**config.mk**
```make
export PLATFORM = sky130hd
export DESIGN_NAME = lbp3_window
export DESIGN_NICKNAME = d
export VERILOG_FILES = /design/src/hw/rtl/lbp3_pkg.sv /design/src/hw/rtl/lbp3_window.sv
export SDC_FILE = /design/constraint.sdc
export NUM_CORES = 1
export LEC_CHECK = 0
export ABC_AREA = 1
export ABC_CLOCK_PERIOD_IN_PS = 1280
export BUFFER_PORTS_ARGS = -buffer_cell sky130_fd_sc_hd__clkbuf_2
export CAP_MARGIN = 20
export CORE_MARGIN = 2
export CORE_UTILIZATION = 55
export DETAILED_ROUTE_END_ITERATION = 6
export GPL_TIMING_DRIVEN = 1
export PLACE_DENSITY_LB_ADDON = 0.12
export SLEW_MARGIN = 5
export SYNTH_ARGS = -nofsm -noshare
export SYNTH_HDL_FRONTEND = slang
export SYNTH_SLANG_ARGS = --single-unit
export TNS_END_PERCENT = 1
```
**constraint.sdc**
```tcl
create_clock -name clock -period 1.28 [get_ports clock]
set_input_delay 0.128 -clock clock [delete_from_list [all_inputs] [get_ports clock]]
set_output_delay 0.128 -clock clock [all_outputs]
set_load 0.005 [all_outputs]
```
**src/hw/rtl/lbp3_pkg.sv**
```systemverilog
// Package for the 3x3 local binary pattern unit.
// Shared widths, register indexes, neighbor order and stage types.
// No dependencies.
`timescale 1ns / 1ps
package lbp3_pkg;

   localparam int MAX_WIDTH    = 1024;
   localparam int MAX_LINES    = 4096;
   localparam int PIXEL_BITS   = 16;
   localparam int COL_BITS     = $clog2(MAX_WIDTH);
   localparam int ROW_BITS     = $clog2(MAX_LINES);
   localparam int WIDTH_BITS   = COL_BITS + 1;
   localparam int LINES_BITS   = ROW_BITS + 1;
   localparam int CODE_BITS    = 8;
   localparam int CSR_IDX_BITS = 8;
   localparam int CSR_DAT_BITS = 13;

   localparam logic [WIDTH_BITS-1:0] WIDTH_MIN   = WIDTH_BITS'(3);
   localparam logic [WIDTH_BITS-1:0] WIDTH_MAX   = WIDTH_BITS'(MAX_WIDTH);
   localparam logic [WIDTH_BITS-1:0] WIDTH_RESET = WIDTH_BITS'(640);
   localparam logic [LINES_BITS-1:0] LINES_MIN   = LINES_BITS'(3);
   localparam logic [LINES_BITS-1:0] LINES_MAX   = LINES_BITS'(MAX_LINES);
   localparam logic [LINES_BITS-1:0] LINES_RESET = LINES_BITS'(480);

   localparam logic [CSR_IDX_BITS-1:0] CSR_LINE_WIDTH = CSR_IDX_BITS'(0);
   localparam logic [CSR_IDX_BITS-1:0] CSR_LINE_COUNT = CSR_IDX_BITS'(1);

   localparam logic OP_PIXEL = 1'b0;
   localparam logic OP_FLUSH = 1'b1;

   typedef logic [PIXEL_BITS-1:0] pixel_type;
   typedef logic [COL_BITS-1:0]   col_type;
   typedef logic [ROW_BITS-1:0]   row_type;
   typedef logic [CODE_BITS-1:0]  code_type;

   // window slot for code bits 0..7:
   // left, below-left, below, below-right, right, above-right, above, above-left
   localparam logic [3:0] NEIGHBOR_IDX [CODE_BITS] =
      '{4'd3, 4'd6, 4'd7, 4'd8, 4'd5, 4'd2, 4'd1, 4'd0};
   localparam logic [3:0] CENTER_IDX = 4'd4;

   typedef struct packed {
      logic    op;
      logic    emit;
      logic    interior;
      logic    frame_end;
      row_type row;
      col_type col;
      col_type addr;
   } stage_type;

endpackage

```
**src/hw/rtl/lbp3_window.sv**
```systemverilog
// 3x3 pixel window and LBP code of the window after the next shift.
// Depends on lbp3_pkg.
`timescale 1ns / 1ps
module lbp3_window (
   input  logic                 clock,
   input  logic                 reset,
   input  logic                 shift_en,
   input  lbp3_pkg::pixel_type  upper,
   input  lbp3_pkg::pixel_type  middle,
   input  lbp3_pkg::pixel_type  pixel,
   output lbp3_pkg::code_type   code
);

   lbp3_pkg::pixel_type window_ff [9];
   lbp3_pkg::pixel_type window_in [9];

   always_comb begin
      window_in[0] = window_ff[1];
      window_in[1] = window_ff[2];
      window_in[2] = upper;
      window_in[3] = window_ff[4];
      window_in[4] = window_ff[5];
      window_in[5] = middle;
      window_in[6] = window_ff[7];
      window_in[7] = window_ff[8];
      window_in[8] = pixel;
   end

   always_comb begin
      for (int k = 0; k < lbp3_pkg::CODE_BITS; k++) begin
         code[k] = window_in[lbp3_pkg::CENTER_IDX] > window_in[lbp3_pkg::NEIGHBOR_IDX[k]];
      end
   end

   always_ff @(posedge clock) begin
      if (reset) begin
         for (int i = 0; i < 9; i++) begin
            window_ff[i] <= '0;
         end
      end else if (shift_en) begin
         window_ff <= window_in;
      end
   end

endmodule

```
=== Word level (Yosys, flattened, before mapping) ===
Cells that the tools add are included.

* Flip-flop bits (word level): 96
* Input port bits: 51
* Output and inout bits: 8
* Logic and storage cells: 14

* Order comparisons: 8

{| class="wikitable"
|+ Operator list
! kind !! count
|-
| > comparator 16 bit || 8
|}

=== Depth between registers and ports, before layout ===
Gate-level depths: netlist of the first run.

* Word-level depth: 1
* Depth in mapped cells: 11
* Mapped depth without buffers: 11

=== Worst setup path after synthesis of the first run ===
No wires, ideal clock.

* Path type: reg2out
* Start point: register window_ff[63] (netlist name)
* End point: output code[0]
* Arrival: 1.171 ns
* Required time: 1.152 ns
* Path slack: -0.019 ns
* Stages on the path, launching flop included: 8
* Buffers on the path: 0
* Path through: dfxtp_1 > ha_1 > nand2_1 > nor2_1 > nand2_1 > inv_1 > nand2_1 > a21oi_1

* Longest elaborated chain between the ends: 1

{| class="wikitable"
|+ Ends and longest elaborated chain
! item !! line !! source
|-
| from (decl) || lbp3_window.sv:14 || <nowiki>lbp3_pkg::pixel_type window_ff [9];</nowiki>
|-
| from (signal assigned) || lbp3_window.sv:41 || <nowiki>window_ff <= window_in;</nowiki>
|-
| > comparator 16 bit || lbp3_window.sv:31 || <nowiki>code[k] = window_in[lbp3_pkg::CENTER_IDX] > window_in[lbp3_pkg::NEIGHBOR_IDX[k]];</nowiki>
|-
| to (decl) || lbp3_window.sv:11 || <nowiki>output lbp3_pkg::code_type code</nowiki>
|}

No other way between the ends.

=== Worst setup path in the final report of the first run ===
* Start point: register window_ff[48] (netlist name)
* End point: output code[0]

Same word-level chain as after synthesis.

==> results.md, run 1 <==
* Largest Register: window_ff
* Compound-gate portion of the synthesized area at 20.1%
* ANT cells at 0
* P_leak at 4.34 nW
* Via count at 5926
* Largest family of logic cells by synthesized area: adder cells
* Mux contribution to synthesized area at 0%
* Worst EP required at 1.15 ns
* CP endpoint kind: output pin
* Synthesized cell area at 6920 sq um
* RSZ-0062 raised after global routing: yes
* Residual DRC count at 0
* Share of layout cells above drive strength 1 at 26.3%
* # fillers at 1044
* HP Class: input port to flop
* Most common library cells after synthesis: 161 x inv_1, 152 x nand2_1, 140 x nor2_1, 128 x ha_1, 96 x dfxtp_1
* Failing checks: setup timing
* WS Path Type: flop to output pin
* Core area at 12200 sq um
* Synth cell types at 17
* Register area share after synthesis at 27.8%
* Simple-gate share of the synthesized area at 17.1%
* Worst skew pair latency at 0.36 ns
* Global-route wire length before repair at 25.7 mm
* Power, Total at 8.41 mW
* Yosys warning count at 0
* Largest net degree at the start of global routing at 40
* Ys async rst share at 0%
* Final setup violation count at 8
* Hold Slack at 0.0285 ns
* Maximum capacitance violations at 0
* Routed WL at 15.3 mm
* Worst-path clk slew at 0.07 ns
* P&R area growth vs syn at 23.6%
* CTS Buffer Depth at 2
* Synth Register Bits at 96
* Port Buffers at 58
* Setup TNS at -5.87 ns
* DRT iter0 DRCs at 261
* Clock sink count at 96
* CTS tree: built
* Initial Utilization at 56.9%
* Post-synthesis cell count at 893
* Die height at 116 microns
* Dpl hpwl at 11.4 mm
* Fin crit share at 162%
* Main synth FF type: dfxtp_1
* Vias in the first global route at 5570
* Yosys top cell area share at 27.8%
* Syn avg cell area at 7.75 sq um
* Final setup margin at -0.795 ns
* Synth area leaders: dfxtp_1 28%, ha_1 23%, a211oi_2 11%
* Worst-Margin Slew at 0.297 ns
* Max-slew violations at 0
* Status: complete, but fails checks
* Overall routing resource usage at 24.1%
* Final nets at 1216
* WL per Instance at 12.6 microns
* Slew headroom at 80.2%
* Post-synth top area cell: dfxtp_1
* Drt first pass iters at 4
* Setup crit start kind: flop
* Die Width at 116 microns
* Max FO, Critical Path at 4
* Fin util at 70.3%
* Post-synth EDFFs at 0
* Initial antenna violation count at 0
* Gr ovfl total at 0
* VDD IR max at 0.670 mV
* Crit path DAT at 1.95 ns
* Biggest regs: window_ff (96)
* Max reg flops at 96
* Gp weighted congestion at 0.880
* Number of cell rows at 40
* Root Driver: clkbuf_16
* Hold Fails Final Rpt at 0
* Post-route ant nets at 0
* Power per cell area at 984 nW/um^2
* TritonCTS Buffers at 9
* Final min period at 2.08 ns
* # IOs at 59
* Syn_nets at 1072
* Top-count cell post-synth: inv_1
* Adder-cell share of the synthesized area at 23.1%
* H-tree depth at 3
* Xor/xnor share of the synthesized area at 0%
* Worst clock skew at 0.00699 ns
* Die footprint at 13500 sq um
* DR vias/cell at 4.90
* Max Fclk at 482 MHz
stage by stage:
step	worst slack (ns)	cells	area, sq um
after floorplan	-0.00767	893	6920
after global placement	-0.423	1191	8130
after detailed placement	-0.467	1191	8130
after CTS	-0.744	1210	8530
after global routing	-0.892	1210	8550
final	-0.795	1210	8550
critical path: stages, from the launching register on:
cell and delay (ns):
dfxtp_2 0.35, clkinvlp_4 0.16, buf_6 0.17, ha_1 0.19
inv_1 0.05, nand2_1 0.04, nand2_1 0.05, nand2_1 0.06
nand2_1 0.07, nand2_1 0.06, nand2_1 0.08, nand2_1 0.07
a21oi_2 0.12, clkbuf_2 0.12
power by group:
part           internal, mW  switching, mW
Combinational          1.09           1.28
Sequential             3.19          0.149
Clock                  1.48           1.22
Total                  5.76           2.65
layer usage:
layer | routed length [microns] | GRT usage [%]
met1 | 7680 | 32.3
met2 | 6950 | 40.3
met3 | 458 | 5.09
met4 | 192 | 5.32
met5 | 0 | 0
layout by cell type, fill, tap and decap left out, types with 11 or more instances in the layout:
cell,count
inv_1,159
nand2_1,145
nor2_1,138
ha_1,124
buf_4,93
dfxtp_1,87
a211oi_2,60
clkbuf_2,52
a21oi_1,51
a211oi_1,32
buf_12,11
path summary, 6_finish.rpt:
path                              start                     endpoint  slack (ns)  cells past startpoint
max reg2reg  window_ff[48]$_SDFFE_PP0P_   window_ff[48]$_SDFFE_PP0P_        0.21                      3
max          window_ff[48]$_SDFFE_PP0P_                      code[0]       -0.80                     13
min reg2reg  window_ff[16]$_SDFFE_PP0P_   window_ff[16]$_SDFFE_PP0P_        0.47                      2
min                           upper[15]  window_ff[111]$_SDFFE_PP0P_        0.03                      3
repair_timing:
item                       4_1_cts  5_1_grt
setup endpoints to repair        8        8
hold buffers                     0        0
setup buffers                    3        0
pin swaps                        2        3
gates resized for setup         29       11
logic make-up (layout without fill, tap and decap cells):
family | Yosys count | in the layout
compound gates | 168 | 168
fa+ha+maj | 128 | 128
buf+inv | 193 | 342
flops | 96 | 96
simple gates | 308 | 308
final cells by class:
| type | count | area [sq um] | share of cell area (%) |
|---|---|---|---|
| clock buffers | 12 | 267 | 3.12 |
| clock inverters | 4 | 27.5 | 0.322 |
| inverters | 162 | 612 | 7.15 |
| multi-input cells | 604 | 4260 | 49.8 |
| flip-flops and latches | 96 | 1930 | 22.6 |
| well taps | 168 | 210 | 2.46 |
| repair buffers | 164 | 1240 | 14.5 |
(Power assumes the default switching activity.)
==> run 2, diff against run 1 <==
--- a/config.mk
+++ b/config.mk
@@ -9,11 +9,12 @@
 export ABC_CLOCK_PERIOD_IN_PS = 1280
 export BUFFER_PORTS_ARGS = -buffer_cell sky130_fd_sc_hd__clkbuf_2
 export CAP_MARGIN = 20
+export CORE_ASPECT_RATIO = 0.75
 export CORE_MARGIN = 2
 export CORE_UTILIZATION = 55
 export DETAILED_ROUTE_END_ITERATION = 6
 export GPL_TIMING_DRIVEN = 1
-export PLACE_DENSITY_LB_ADDON = 0.12
+export PLACE_DENSITY = 0.75
 export SLEW_MARGIN = 5
 export SYNTH_ARGS = -nofsm -noshare
 export SYNTH_HDL_FRONTEND = slang
==> results.md, run 2 (synthesis gave the netlist of run 1 again) <==
* Hold Fails Final Rpt at 0 (unchanged)
* Flop2flop setup slack at 0.36 ns (was 0.21 ns)
* VDD IR max at 0.679 mV (was 0.670 mV)
* CP endpoint kind: output pin (unchanged)
* Final setup margin at -0.703 ns (was -0.795 ns)
* Setup crit start kind: flop (unchanged)
* Clock sink count at 96 (unchanged)
* Max FO, Critical Path at 8 (was 4)
* Maximum capacitance violations at 0 (unchanged)
* Gr ovfl total at 0 (unchanged)
* CTS Buffer Depth at 2 (unchanged)
* Psw at 2.98 mW (was 2.65 mW)
* Residual DRC count at 0 (unchanged)
* Largest net degree at the start of global routing at 49 (was 40)
* Post-route cell area at 9140 sq um (was 8550 sq um)
* Final setup violation count at 8 (unchanged)
* Fin crit share at 155% (was 162%)
* Worst-path clk slew at 0.07 ns (about the same)
* P_leak at 4.39 nW (was 4.34 nW)
* Die Width at 134 microns (was 116 microns)
* Vias in the first global route at 6183 (was 5570)
* Global-route wire length before repair at 29.2 mm (was 25.7 mm)
* Overall routing resource usage at 26.9% (was 24.1%)
* # IOs at 59 (unchanged)
* Post-DP Area at 8220 sq um (was 8130 sq um)
* Gate power share at 30.1% (was 28.2%)
* Drt first pass iters at 5 (was 4)
* Number of cell rows at 35 (was 40)
* Flop pwr share at 36.2% (was 39.7%)
* TritonCTS Buffers at 9 (unchanged)
* Via count at 6331 (was 5926)
* Sw frac at 32.4% (was 31.5%)
* RSZ-0062 raised after global routing: yes (unchanged)
* Biggest regs: window_ff (96) (unchanged)
* Largest Register: window_ff (unchanged)
* Worst skew pair latency at 0.36 ns (about the same)
* Die footprint at 13500 sq um (about the same)
* Initial Utilization at 56.4% (was 56.9%)
* Dpl hpwl at 11.9 mm (was 11.4 mm)
* WL per Instance at 14.9 microns (was 12.6 microns)
* Final nets at 1223 (was 1216)
* P&R area growth vs syn at 32.0% (was 23.6%)
* WS Path Type: flop to output pin (unchanged)
* Routed WL at 18.2 mm (was 15.3 mm)
* Die height at 101 microns (was 116 microns)
* Status: complete, but fails checks (unchanged)
* Worst EP required at 1.15 ns (about the same)
* Max-slew violations at 0 (unchanged)
* Most frequent cells in the layout: 155 x inv_1, 136 x nand2_1, 123 x nor2_1 (was 159 x inv_1, 145 x nand2_1, 138 x nor2_1)
* Post-route ant nets at 0 (unchanged)
* DRT iter0 DRCs at 393 (was 261)
* Core area at 12300 sq um (was 12200 sq um)
* Power per cell area at 1010 nW/um^2 (was 984 nW/um^2)
* Initial antenna violation count at 0 (unchanged)
* Failing checks: setup timing (unchanged)
* DR vias/cell at 5.21 (was 4.90)
* Port Buffers at 58 (unchanged)
* Max Fclk at 504 MHz (was 482 MHz)
* CTS tree: built (unchanged)
* HP Class: input port to flop (unchanged)
* Worst-Margin Slew at 0.410 ns (was 0.297 ns)
* Crit path DAT at 1.85 ns (was 1.95 ns)
* Slew headroom at 72.7% (was 80.2%)
* Clock power frac at 33.6% (was 32.1%)
* ANT cells at 0 (unchanged)
* Max reg flops at 96 (unchanged)
* Final min period at 1.98 ns (was 2.08 ns)
* Setup TNS at -5.46 ns (was -5.87 ns)
* Worst clock skew at 0.00477 ns (was 0.00699 ns)
* Cell internal pwr at 6.23 mW (was 5.76 mW)
* Root Driver: clkbuf_16 (unchanged)
* Most common cell after layout, fill and taps aside: inv_1 (unchanged)
* H-tree depth at 3 (unchanged)
* Gp weighted congestion at 0.861 (was 0.880)
* Share of layout cells above drive strength 1 at 32.6% (was 26.3%)
* CTS Hold Bufs at 0 (unchanged)
* Hold Slack at 0.0436 ns (was 0.0285 ns)
-- run 2: area by class of cell --
| cell class | count | area, sq um |
|---|---|---|
| Clock buffer | 10 | 239 |
| Clock inverter | 6 | 91.3 |
| Fill cell | 868 | 3130 |
| Inverter | 162 | 611 |
| Multi-Input combinational cell | 604 | 4700 |
| Sequential cell | 96 | 1960 |
| Tap cell | 166 | 208 |
| Timing Repair Buffer | 171 | 1330 |
-- run 2: power groups by stage --
stage	Combinational, mW	Clock [mW]	Sequential, mW
3_5_place_dp	2.35	0	3.39
4_1_cts	2.58	3.10	3.33
2_1_floorplan	1.49	0	3.38
5_1_grt	3.11	3.23	3.36
6_report	2.78	3.10	3.34
3_3_place_gp	2.28	0	3.39
-- run 2: through the flow --
| stage | utilization [%] | std cells | power (mW) | setup WS [ns] |
|---|---|---|---|---|
| after global placement | 67.1 | 1200 | 5.67 | -0.393 |
| after floorplan | - | 893 | 4.87 | -0.00767 |
| after detailed placement | 67.1 | 1200 | 5.74 | -0.433 |
| final | 74.5 | 1215 | 9.21 | -0.703 |
| after CTS | 73.0 | 1214 | 9.01 | -0.672 |
| after global routing | 74.5 | 1215 | 9.69 | -0.787 |
-- run 2: worst paths after layout --
kind,startpoint,to,depth (start not counted)
worst max-delay path,window_ff[53]$_SDFFE_PP0P_,code[6],8
worst min-delay path,pixel[11],window_ff[11]$_SDFFE_PP0P_,3
worst max register to register,window_ff[55]$_SDFFE_PP0P_,window_ff[71]$_SDFFE_PP0P_,3
worst min register to register,window_ff[111]$_SDFFE_PP0P_,window_ff[111]$_SDFFE_PP0P_,2
-- run 2: metal layers --
layer,wire length (microns),vias to the layer above,GRT usage (%)
li1,-,3233,-
met1,8330,2920,35.2
met2,8650,147,46.2
met3,822,31,4.35
met4,359,0,8.35
met5,0,-,0
-- run 2: timing repair --
| item | 4_1_cts | 5_1_grt |
|---|---|---|
| pin swaps | 34 | 19 |
| gates resized for setup | 83 | 39 |
| endpoints found under the setup margin | 8 | 8 |
| setup buffers | 0 | 1 |
-- run 2: worst max-delay path, stage by stage (launching register included) --
cell      delay, ns
dfxtp_2        0.34
buf_8          0.15
ha_4           0.28
nand2_2        0.05
nor2_2         0.12
nand4_1        0.22
nor2_2         0.18
a21oi_2        0.04
clkbuf_2       0.11
